### config.mk
export PLATFORM = sky130hd
export DESIGN_NAME = url_decode_and_split_unit
export DESIGN_NICKNAME = d
export VERILOG_FILES = /design/src/hw/rtl/udsu_pkg.sv /design/src/hw/rtl/udsu_front.sv /design/src/hw/rtl/udsu_queue.sv /design/src/hw/rtl/udsu_back.sv /design/src/hw/rtl/url_decode_and_split_unit.sv
export SDC_FILE = /design/constraint.sdc
export NUM_CORES = 1
export LEC_CHECK = 0
export ABC_AREA = 1
export BUFFER_PORTS_ARGS = -buffer_cell sky130_fd_sc_hd__buf_2
export CORE_AREA = 2 2 222 224
export CTS_BUF_LIST = sky130_fd_sc_hd__clkbuf_4
export DETAILED_ROUTE_END_ITERATION = 8
export DIE_AREA = 0 0 224 226
export PLACE_DENSITY_LB_ADDON = 0.08
export SKIP_LAST_GASP = 1
export SYNTH_ARGS = -nofsm -noshare
export SYNTH_HDL_FRONTEND = slang
export SYNTH_HIERARCHICAL = 1
export SYNTH_SLANG_ARGS = --single-unit
### constraint.sdc
create_clock -name i_clk -period 8.5 [get_ports i_clk]
set_input_delay 0.85 -clock i_clk [delete_from_list [all_inputs] [get_ports i_clk]]
set_output_delay 0.85 -clock i_clk [all_outputs]
set_load 0.01 [all_outputs]
### src/hw/rtl/udsu_pkg.sv
`default_nettype none

package udsu_pkg;

    // Limits of the decoder.
    localparam int MAX_URL_BYTES        = 2048;
    localparam int MAX_ARGS             = 32;
    localparam int DEF_MAX_NAME_BYTES   = 64;
    localparam int DEF_MAX_VALUE_BYTES  = 256;
    localparam int DEF_QUEUE_DEPTH      = 4;

    // Counter widths that the fixed result fields settle.
    localparam int POS_W = 12;
    localparam int ARG_W = 6;

    // Characters with a meaning of their own.
    localparam logic [7:0] CH_PLUS  = 8'h2B;
    localparam logic [7:0] CH_PCT   = 8'h25;
    localparam logic [7:0] CH_SPACE = 8'h20;
    localparam logic [7:0] CH_SEMI  = 8'h3B;
    localparam logic [7:0] CH_QUEST = 8'h3F;
    localparam logic [7:0] CH_HASH  = 8'h23;
    localparam logic [7:0] CH_AMP   = 8'h26;
    localparam logic [7:0] CH_SLASH = 8'h2F;
    localparam logic [7:0] CH_EQ    = 8'h3D;

    // Region codes.
    localparam logic [1:0] REG_PATH  = 2'd0;
    localparam logic [1:0] REG_DELIM = 2'd1;
    localparam logic [1:0] REG_QUERY = 2'd2;
    localparam logic [1:0] REG_FRAG  = 2'd3;

    // Argument part codes.
    localparam logic [2:0] PART_NONE  = 3'd0;
    localparam logic [2:0] PART_NAME  = 3'd1;
    localparam logic [2:0] PART_EQ    = 3'd2;
    localparam logic [2:0] PART_VALUE = 3'd3;
    localparam logic [2:0] PART_AMP   = 3'd4;

    typedef struct packed {
        logic [7:0] url_byte;
        logic       end_of_url;
    } t_in_item;

    typedef struct packed {
        logic [7:0]  decoded_byte;
        logic [10:0] position;
        logic [1:0]  region;
        logic [4:0]  arg_index;
        logic [2:0]  arg_part;
        logic        last_result;
        logic [11:0] decoded_length;
        logic [11:0] path_length;
        logic [11:0] filename_length;
        logic [11:0] query_length;
        logic [5:0]  arg_count;
        logic        too_long;
    } t_out_item;

    // Work handed from the decoder to the classifier: up to three decoded
    // bytes and the end-of-URL mark.
    typedef struct packed {
        logic [2:0][7:0] chars;
        logic [1:0]      cnt;
        logic            last;
    } t_job;

    typedef struct packed {
        logic       ok;
        logic [3:0] val;
    } t_hex;

    function automatic t_hex hex_decode(input logic [7:0] b);
        t_hex h;
        h.ok  = 1'b1;
        h.val = 4'd0;
        if (b >= 8'h30 && b <= 8'h39) begin
            h.val = 4'(b - 8'h30);
        end else if (b >= 8'h61 && b <= 8'h66) begin
            h.val = 4'(b - 8'h57);
        end else if (b >= 8'h41 && b <= 8'h46) begin
            h.val = 4'(b - 8'h37);
        end else begin
            h.ok = 1'b0;
        end
        return h;
    endfunction

endpackage

`default_nettype wire

### src/hw/rtl/udsu_front.sv
`default_nettype none

module udsu_front import udsu_pkg::*; (
    input  wire logic     i_clk,
    input  wire logic     i_rst_n,
    input  wire logic     i_in_valid,
    input  wire t_in_item i_in_item,
    input  wire logic     i_full,
    output logic          o_push,
    output t_job          o_job
);

    typedef enum logic [2:0] {
        P_NONE = 3'b001,
        P_ONE  = 3'b010,
        P_TWO  = 3'b100
    } t_pend;

    t_pend      r_pend, n_pend;
    logic [7:0] r_digit, n_digit;

    logic       accept;
    logic [7:0] b;
    t_hex       hx;
    t_hex       hx0;
    logic       do_plain;
    logic [1:0] k;
    t_job       job;

    assign accept = i_in_valid && !i_full;
    assign b      = i_in_item.url_byte;
    assign hx     = hex_decode(b);
    assign hx0    = hex_decode(r_digit);

    always_comb begin
        n_pend    = r_pend;
        n_digit   = r_digit;
        do_plain  = 1'b0;
        k         = 2'd0;
        job.chars = '0;
        job.last  = i_in_item.end_of_url;

        unique case (r_pend)
            P_NONE: begin
                do_plain = 1'b1;
            end
            P_ONE: begin
                if (hx.ok) begin
                    n_pend  = P_TWO;
                    n_digit = b;
                end else begin
                    job.chars[k] = CH_PCT;
                    k = k + 2'd1;
                    do_plain = 1'b1;
                end
            end
            P_TWO: begin
                n_pend = P_NONE;
                if (hx.ok) begin
                    job.chars[k] = {hx0.val, hx.val};
                    k = k + 2'd1;
                end else begin
                    job.chars[k] = CH_PCT;
                    k = k + 2'd1;
                    job.chars[k] = r_digit;
                    k = k + 2'd1;
                    do_plain = 1'b1;
                end
            end
            default: begin
                n_pend = P_NONE;
            end
        endcase

        if (do_plain) begin
            n_pend = P_NONE;
            if (b == CH_PLUS) begin
                job.chars[k] = CH_SPACE;
                k = k + 2'd1;
            end else if (b == CH_PCT) begin
                n_pend = P_ONE;
            end else begin
                job.chars[k] = b;
                k = k + 2'd1;
            end
        end

        // An escape cut off by the end of the URL goes out literally.
        if (i_in_item.end_of_url) begin
            if (n_pend == P_ONE) begin
                job.chars[k] = CH_PCT;
                k = k + 2'd1;
            end else if (n_pend == P_TWO) begin
                job.chars[k] = CH_PCT;
                k = k + 2'd1;
                job.chars[k] = n_digit;
                k = k + 2'd1;
            end
            n_pend = P_NONE;
        end

        job.cnt = k;
    end

    always_ff @(posedge i_clk) begin
        if (!i_rst_n) begin
            r_pend <= P_NONE;
        end else if (accept) begin
            r_pend <= n_pend;
        end
    end

    always_ff @(posedge i_clk) begin
        if (accept) begin
            r_digit <= n_digit;
        end
    end

    // A job is queued when it carries bytes or closes the URL.
    assign o_push = accept && (job.cnt != 2'd0 || job.last);
    assign o_job  = job;

endmodule

`default_nettype wire

### src/hw/rtl/udsu_queue.sv
`default_nettype none

module udsu_queue import udsu_pkg::*; #(
    parameter int DEPTH = DEF_QUEUE_DEPTH
) (
    input  wire logic i_clk,
    input  wire logic i_rst_n,
    input  wire logic i_push,
    input  wire t_job i_job,
    input  wire logic i_pop,
    output logic      o_full,
    output logic      o_empty,
    output t_job      o_head
);

    localparam int PW = (DEPTH > 1) ? $clog2(DEPTH) : 1;
    localparam int CW = $clog2(DEPTH + 1);

    t_job          r_mem [DEPTH];
    logic [PW-1:0] r_wptr, r_rptr;
    logic [CW-1:0] r_count;
    logic          do_push, do_pop;

    assign o_full  = (r_count == CW'(DEPTH));
    assign o_empty = (r_count == '0);
    assign o_head  = r_mem[r_rptr];
    assign do_push = i_push && !o_full;
    assign do_pop  = i_pop && !o_empty;

    always_ff @(posedge i_clk) begin
        if (!i_rst_n) begin
            r_wptr  <= '0;
            r_rptr  <= '0;
            r_count <= '0;
        end else begin
            if (do_push) begin
                r_wptr <= (r_wptr == PW'(DEPTH - 1)) ? '0 : r_wptr + PW'(1);
            end
            if (do_pop) begin
                r_rptr <= (r_rptr == PW'(DEPTH - 1)) ? '0 : r_rptr + PW'(1);
            end
            if (do_push && !do_pop) begin
                r_count <= r_count + CW'(1);
            end else if (do_pop && !do_push) begin
                r_count <= r_count - CW'(1);
            end
        end
    end

    always_ff @(posedge i_clk) begin
        if (do_push) begin
            r_mem[r_wptr] <= i_job;
        end
    end

endmodule

`default_nettype wire

### src/hw/rtl/udsu_back.sv
`default_nettype none

module udsu_back import udsu_pkg::*; #(
    parameter int MAX_NAME_BYTES  = DEF_MAX_NAME_BYTES,
    parameter int MAX_VALUE_BYTES = DEF_MAX_VALUE_BYTES
) (
    input  wire logic i_clk,
    input  wire logic i_rst_n,
    input  wire logic i_job_valid,
    input  wire t_job i_job,
    output logic      o_pop,
    output logic      o_out_valid,
    output t_out_item o_out_item,
    input  wire logic i_out_stall
);

    localparam int CC_MAX = (MAX_NAME_BYTES > MAX_VALUE_BYTES) ? MAX_NAME_BYTES
                                                               : MAX_VALUE_BYTES;
    localparam int CC_W   = $clog2(CC_MAX + 1);

    // URL-wide parse state.
    logic [POS_W-1:0] r_pos, n_pos;
    logic [POS_W-1:0] r_lsp, n_lsp;
    logic [POS_W-1:0] r_nsl, n_nsl;
    logic [POS_W-1:0] r_qc, n_qc;
    logic [ARG_W-1:0] r_arg, n_arg;
    logic [CC_W-1:0]  r_cc, n_cc;
    logic             r_fd, n_fd;
    logic             r_qd, n_qd;
    logic             r_in_name, n_in_name;
    logic             r_stop, n_stop;
    logic             r_ovf, n_ovf;
    logic [1:0]       r_idx, n_idx;

    logic             r_out_valid;
    t_out_item        r_out_item;

    logic             out_ready, step, produce, final_res, job_end, summary;
    logic [7:0]       c;
    logic             last_char, drop, is_delim;
    logic [ARG_W-1:0] arg_clamp, arg_total;
    t_out_item        item;

    assign out_ready = !r_out_valid || !i_out_stall;
    assign step      = i_job_valid && out_ready;
    assign c         = i_job.chars[r_idx];
    assign last_char = (r_idx == i_job.cnt - 2'd1);
    assign drop      = (r_pos >= POS_W'(MAX_URL_BYTES));
    assign is_delim  = (c == CH_SEMI) || (c == CH_QUEST) || (c == CH_HASH) || (c == CH_AMP);
    assign arg_clamp = (r_arg >= ARG_W'(MAX_ARGS)) ? ARG_W'(MAX_ARGS - 1) : r_arg;

    always_comb begin
        n_pos     = r_pos;
        n_lsp     = r_lsp;
        n_nsl     = r_nsl;
        n_qc      = r_qc;
        n_arg     = r_arg;
        n_cc      = r_cc;
        n_fd      = r_fd;
        n_qd      = r_qd;
        n_in_name = r_in_name;
        n_stop    = r_stop;
        n_ovf     = r_ovf;
        n_idx     = r_idx;
        produce   = 1'b0;
        final_res = 1'b0;
        job_end   = 1'b0;
        summary   = 1'b0;
        arg_total = '0;
        item      = '0;

        if (step) begin
            if (i_job.cnt == 2'd0) begin
                // Closing job with no bytes left: summary only.
                summary   = 1'b1;
                final_res = 1'b1;
                job_end   = 1'b1;
            end else if (drop) begin
                // Past the length limit the rest of this job is lost.
                n_ovf   = 1'b1;
                job_end = 1'b1;
                if (i_job.last && r_idx == 2'd0) begin
                    summary   = 1'b1;
                    final_res = 1'b1;
                end
            end else begin
                produce = 1'b1;
                item.decoded_byte = c;
                item.position     = r_pos[10:0];
                item.region       = REG_PATH;
                item.arg_part     = PART_NONE;
                if (r_fd && !r_qd) begin
                    if (c == CH_HASH) begin
                        n_qd        = 1'b1;
                        item.region = REG_FRAG;
                    end else begin
                        item.region    = REG_QUERY;
                        n_qc           = r_qc + POS_W'(1);
                        item.arg_index = arg_clamp[4:0];
                        if (!r_stop) begin
                            if (c == CH_EQ && r_in_name) begin
                                n_in_name     = 1'b0;
                                n_cc          = '0;
                                item.arg_part = PART_EQ;
                            end else if (c == CH_AMP) begin
                                n_in_name     = 1'b1;
                                n_cc          = '0;
                                item.arg_part = PART_AMP;
                                n_arg         = r_arg + ARG_W'(1);
                                if (n_arg >= ARG_W'(MAX_ARGS)) begin
                                    n_stop = 1'b1;
                                end
                            end else begin
                                item.arg_part = r_in_name ? PART_NAME : PART_VALUE;
                                n_cc          = r_cc + CC_W'(1);
                                if (n_cc >= (r_in_name ? CC_W'(MAX_NAME_BYTES)
                                                       : CC_W'(MAX_VALUE_BYTES))) begin
                                    n_stop = 1'b1;
                                end
                            end
                        end
                    end
                end else if (r_qd) begin
                    item.region = REG_FRAG;
                end else if (is_delim) begin
                    n_fd        = 1'b1;
                    item.region = REG_DELIM;
                    if (c == CH_HASH) begin
                        n_qd = 1'b1;
                    end
                end else begin
                    if (c == CH_SLASH) begin
                        n_nsl = '0;
                    end else begin
                        n_nsl = r_nsl + POS_W'(1);
                    end
                end
                if (c == CH_SLASH) begin
                    n_lsp = r_pos + POS_W'(1);
                end
                n_pos = r_pos + POS_W'(1);
                // This byte closes the URL when no later byte of the job
                // can still be placed.
                final_res = i_job.last &&
                            (last_char || (r_pos + POS_W'(1) >= POS_W'(MAX_URL_BYTES)));
                job_end   = last_char || final_res;
                // Bytes of a closing job that remain at the length limit are lost.
                if (final_res && !last_char) begin
                    n_ovf = 1'b1;
                end
            end

            if (summary) begin
                produce = 1'b1;
            end

            if (final_res) begin
                arg_total = (n_arg + ARG_W'(1) > ARG_W'(MAX_ARGS)) ? ARG_W'(MAX_ARGS)
                                                                 : n_arg + ARG_W'(1);
                item.last_result     = 1'b1;
                item.decoded_length  = n_pos;
                item.path_length     = n_lsp;
                item.filename_length = n_nsl;
                item.query_length    = n_qc;
                item.arg_count       = (n_qc != '0) ? arg_total : '0;
                item.too_long        = n_ovf;
            end

            n_idx = job_end ? 2'd0 : r_idx + 2'd1;
        end
    end

    always_ff @(posedge i_clk) begin
        if (!i_rst_n || (step && final_res)) begin
            r_pos     <= '0;
            r_lsp     <= '0;
            r_nsl     <= '0;
            r_qc      <= '0;
            r_arg     <= '0;
            r_cc      <= '0;
            r_fd      <= 1'b0;
            r_qd      <= 1'b0;
            r_in_name <= 1'b1;
            r_stop    <= 1'b0;
            r_ovf     <= 1'b0;
            r_idx     <= 2'd0;
        end else begin
            r_pos     <= n_pos;
            r_lsp     <= n_lsp;
            r_nsl     <= n_nsl;
            r_qc      <= n_qc;
            r_arg     <= n_arg;
            r_cc      <= n_cc;
            r_fd      <= n_fd;
            r_qd      <= n_qd;
            r_in_name <= n_in_name;
            r_stop    <= n_stop;
            r_ovf     <= n_ovf;
            r_idx     <= n_idx;
        end
    end

    always_ff @(posedge i_clk) begin
        if (!i_rst_n) begin
            r_out_valid <= 1'b0;
        end else if (out_ready) begin
            r_out_valid <= produce;
        end
    end

    always_ff @(posedge i_clk) begin
        if (out_ready && produce) begin
            r_out_item <= item;
        end
    end

    assign o_pop       = step && job_end;
    assign o_out_valid = r_out_valid;
    assign o_out_item  = r_out_item;

endmodule

`default_nettype wire

### src/hw/rtl/url_decode_and_split_unit.sv
// An accepted byte is registered in the job queue and then in the output register.
// One item per cycle while each item yields at most one decoded byte and no stall holds;
// a failed or cut-off escape yields more and holds the classifier until all are placed.
// A closing item whose bytes were all dropped still yields a summary result.
// Reset is synchronous and active low; it empties the job queue and the output register
// and returns the escape and split state to the start of a URL, with no sweep.
`default_nettype none

module url_decode_and_split_unit import udsu_pkg::*; #(
    parameter int MAX_NAME_BYTES  = DEF_MAX_NAME_BYTES,
    parameter int MAX_VALUE_BYTES = DEF_MAX_VALUE_BYTES,
    parameter int QUEUE_DEPTH     = DEF_QUEUE_DEPTH
) (
    input  wire logic      i_clk,
    input  wire logic      i_rst_n,
    input  wire logic      i_in_valid,
    input  wire t_in_item  i_in_item,
    output logic           o_in_stall,
    output logic           o_out_valid,
    output t_out_item      o_out_item,
    input  wire logic      i_out_stall
);

    // The front end resolves percent escapes and plus signs. For each input
    // item it builds a job of zero to three decoded bytes, plus the
    // end-of-URL mark. Items that only open an escape produce no job.
    logic push;
    t_job push_job;

    // A short queue of jobs sits between the two halves, so the front end
    // keeps taking bytes while the classifier works through a long job or
    // waits on a stalled output.
    logic q_full, q_empty, q_pop;
    t_job q_head;

    udsu_front u_front (
        .i_clk      (i_clk),
        .i_rst_n    (i_rst_n),
        .i_in_valid (i_in_valid),
        .i_in_item  (i_in_item),
        .i_full     (q_full),
        .o_push     (push),
        .o_job      (push_job)
    );

    udsu_queue #(
        .DEPTH (QUEUE_DEPTH)
    ) u_queue (
        .i_clk   (i_clk),
        .i_rst_n (i_rst_n),
        .i_push  (push),
        .i_job   (push_job),
        .i_pop   (q_pop),
        .o_full  (q_full),
        .o_empty (q_empty),
        .o_head  (q_head)
    );

    // The back end places one decoded byte per cycle while the output is not
    // stalled: it tags the byte with its region and query argument, keeps the
    // URL totals, and attaches them to the last result of the URL. Its output
    // register holds a finished result through a stall, and classifying waits.
    udsu_back #(
        .MAX_NAME_BYTES  (MAX_NAME_BYTES),
        .MAX_VALUE_BYTES (MAX_VALUE_BYTES)
    ) u_back (
        .i_clk       (i_clk),
        .i_rst_n     (i_rst_n),
        .i_job_valid (!q_empty),
        .i_job       (q_head),
        .o_pop       (q_pop),
        .o_out_valid (o_out_valid),
        .o_out_item  (o_out_item),
        .i_out_stall (i_out_stall)
    );

    // Input is held off only while the job queue is full.
    assign o_in_stall = q_full;

endmodule

`default_nettype wire

==> results by group <==
Status
  – Status: finished clean

Global route
  – First-pass GRT wire length: 61700 µm
  – Vias in the first global route: 11100
  – Antenna violations before repair: 3
  – GRT Overall Usage: 15.8%
  – Largest net degree at the start of global routing: 64
  – Remaining Overflow, GRT: 0

Clock tree
  – Max Buffers Root-to-Sink: 3
  – Post-cts sizing count: 0
  – Clock Latency Late Sink: 0.81 ns
  – CTS tree: done
  – TritonCTS Buffers: 87
  – Post-CTS Setup Bufs: 0
  – Max H-tree Level: 3
  – Clock transition at path regs: 0.06 ns
  – Clock root cell: clkbuf_4
  – Hold Buf Count CTS: 0
  – CTS sink count: 284

Worst setup path
  – Req. time, crit path: 9.17 ns
  – WS Path Type: reg2reg
  – Crit path largest cell delay: 0.57 ns
  – Setup crit start kind: flop
  – Crit-path max FO: 55
  – Slowest CP cell: nand2_4
  – Most used cell, CP: inv_1
  – Worst Setup End Kind: flop
  – Crit path cell chain: buf_4 -> inv_8 -> o21ai_1 -> o22ai_1 -> inv_1 -> ha_1 -> inv_1 -> nand2_1 -> o21ai_0 -> inv_4 -> o21ai_4 -> nand2_4 -> clkinv_2 -> o211ai_1 -> inv_2
  – Reg2reg end: u_back/r_qc[9]
  – Worst-case reg-to-reg path depth: 15
  – FF-to-FF setup slack: 4.30 ns
  – Critical path arrival: 4.87 ns

Yosys
  – Syn nets: 1657
  – Post-Syn Instances: 1610
  – Yosys cell types: 59
  – Syn Area/Cell: 8.89 µm²
  – Cell area after synthesis: 14300 µm²
  – Register area share after synthesis: 53.8%
  – Seq cells post-synth: 284
  – Syn. warnings: 6

STA
  – Count of final setup violators: 0
  – Fin crit share: 49.4%
  – RSZ-0062 raised after global routing: false
  – Clock skew: 0.0699 ns
  – Minimum clock period: 4.20 ns
  – Endpoints failing hold: 0
  – Worst-margin pin slew: 0.959 ns
  – Slew HR: 36.0%
  – Fmax: 238 MHz
  – Final setup TNS: 0 ns
  – Slew Viols, Final: 0

Drt
  – Via density: 4.61
  – Per-cell routed wire length: 16.1 µm
  – DRT iter0 DRCs: 624
  – # DRC: 0
  – Routed via count: 11300
  – Antenna Nets Post-Route: 0
  – Total iterations of the first detailed-routing run: 5
  – Final wirelength: 39500 µm

Worst hold path
  – WHS Path Cells: 2
  – Hold path start: i_rst_n
  – Hold Path Class: in2reg
  – WHS Endpoint: u_front/r_pend[0]

Place
  – Hpwl dp: 26700 µm
  – Cells after DPL: 2290
  – Gp weighted congestion: 0.873
  – Port Buffers: 99

Floorplanning
  – IO Pins: 100
  – Die X-Extent: 224 µm
  – Initial core utilization: 29.6%
  – Die height: 226 µm
  – Die Area: 50600 µm²
  – Placeable Area: 48300 µm²
  – Row count: 81

Power
  – PD cells: 307 nW/µm²
  – Leak Pwr: 6.81 nW
  – Maximum VDD drop: 0.218 mV

Cells and area
  – Most common cell after layout, fill and taps aside: nand2_1
  – Most frequent cells in the layout: 283 x nand2_1, 235 x nor2_1, 201 x edfxtp_1
  – Fin nets: 1804
  – Finished Layout Cells: 2448
  – Layout cell share with drive strength beyond 1: 18.2%
  – Area grow syn2layout: 14.9%

Job
  – Max-Cap Viols: 0
==> registers in the layout, summed over array words and instances (netlist names), named ones only <==
signal	flops
u_back/o_out_item	85
u_back/r_stop	1
u_back/r_ovf	1
u_front/r_digit	8
u_back/r_qd	1
u_front/r_pend	3
u_back/r_cc	9
u_queue/r_wptr	2
u_queue/r_rptr	2
u_back/r_in_name	1
u_back/r_idx	2
u_back/o_out_valid	1
u_back/r_pos	12
u_back/r_arg	6
u_back/r_nsl	12
u_back/r_fd	1
u_back/r_lsp	12
u_queue/r_count	3
u_queue/r_mem	108
u_back/r_qc	12
==> metal layers <==
metal  track usage [%]  vias to the layer above  share of wire, %
met5                 0                        -                 0
met3              3.83                       80               5.0
met1              20.5                     5199                47
li1                  -                     5743                 -
met4              6.34                        0               2.9
met2              25.3                      266                45
==> per-stage QoR <==
| stage | hold WS [ns] | setup WS (ns) | power (mW) | area, µm² | util (%) |
|---|---|---|---|---|---|
| final | 0.437 | 4.30 | 5.04 | 16400 | 34.0 |
| after global routing | 0.350 | 3.79 | 5.46 | 16400 | 34.0 |
| after CTS | 0.338 | 4.20 | 5.17 | 16400 | 34.0 |
| after detailed placement | 0.450 | 3.89 | 3.80 | 15400 | 31.8 |
| after global placement | 0.444 | 3.99 | 3.80 | 15400 | 31.8 |
| after floorplan | 0.438 | 3.88 | 3.20 | 14300 | - |
==> kinds of logic (layout without fill, tap and decap cells) <==
logic type                 after synthesis  in the layout  share of synthesized area (%)
adders and majority gates               34             34                           3.02
other                                    0              3                              0
xor gates and xnor gates                26             26                           1.59
DFF                                    284            284                           53.8
buffers and inverters                  258            471                           7.89
and+or+nand+nor                        710            710                           22.2
AOI/OAI and AO/OA                      298            298                           11.6
==> Yosys cell counts, drive strengths merged <==
library cell	number	share of area, %
nand2	305	8.6
nor2	257	7.4
edfxtp	201	42
inv	198	5.2
o21ai	136	4.9
nand3	95	3.7
a21oi	90	3.2
dfxtp	83	12
o22ai	37	1.6
ha	33	2.9
buf	32	1.8
xor2	22	1.3
clkbuf	21	0.59
nor3	20	1.0
nand4	11	0.48
o211ai	11	0.58
or2	11	0.48
a211oi	8	0.42
nand3b	8	0.42
clkinv	7	0.24
xnor2	4	0.24
a21boi	3	0.16
a22oi	2	0.10
and2	2	0.10
o21a	2	0.10
o21bai	2	0.10
o221ai	2	0.12
a211o	1	0.061
a21o	1	0.052
a31o	1	0.061
fa	1	0.14
nor4	1	0.044
o2111ai	1	0.061
o31ai	1	0.052
==> worst max-delay path, delay by kind of cell (launching register included) <==
family / cells / cell delay, ns
buffers and inverters: 7 / 1.91
AOI/OAI and AO/OA: 5 / 0.88
and+or+nand+nor: 2 / 0.74
DFF: 1 / 0.31
adders and majority gates: 1 / 0.22
==> report_power, final <==
group / leakage, nW / switching (mW) / internal [mW]
sequential: 2.61 / 0.153 / 1.92
combinational: 3.55 / 1.18 / 0.474
clock: 0.650 / 0.605 / 0.707
==> worst max path at each step <==
stage,startpoint,to,slack (ns),cells past startpoint
after floorplan,i_in_item[1],u_queue/r_mem[3][0],3.88,20
after global placement,i_in_item[1],u_queue/r_count[2],3.99,29
after detailed placement,i_in_item[1],u_queue/r_count[2],3.89,28
after CTS,flop,u_back/r_cc[0],4.20,15
after global routing,flop,u_back/o_out_item[24],3.79,17
final,flop,u_back/r_qc[9],4.30,15
==> layout make-up <==
class,count,area (µm²)
clock buffers,126,946
repair buffers,111,586
fillers,5098,31900
multi-input cells,1068,5500
well taps,622,778
inverters,205,787
flip-flops and latches,284,7700
diodes,3,7.51
clock inverters,29,139
Power figures use the tool's default switching activity.
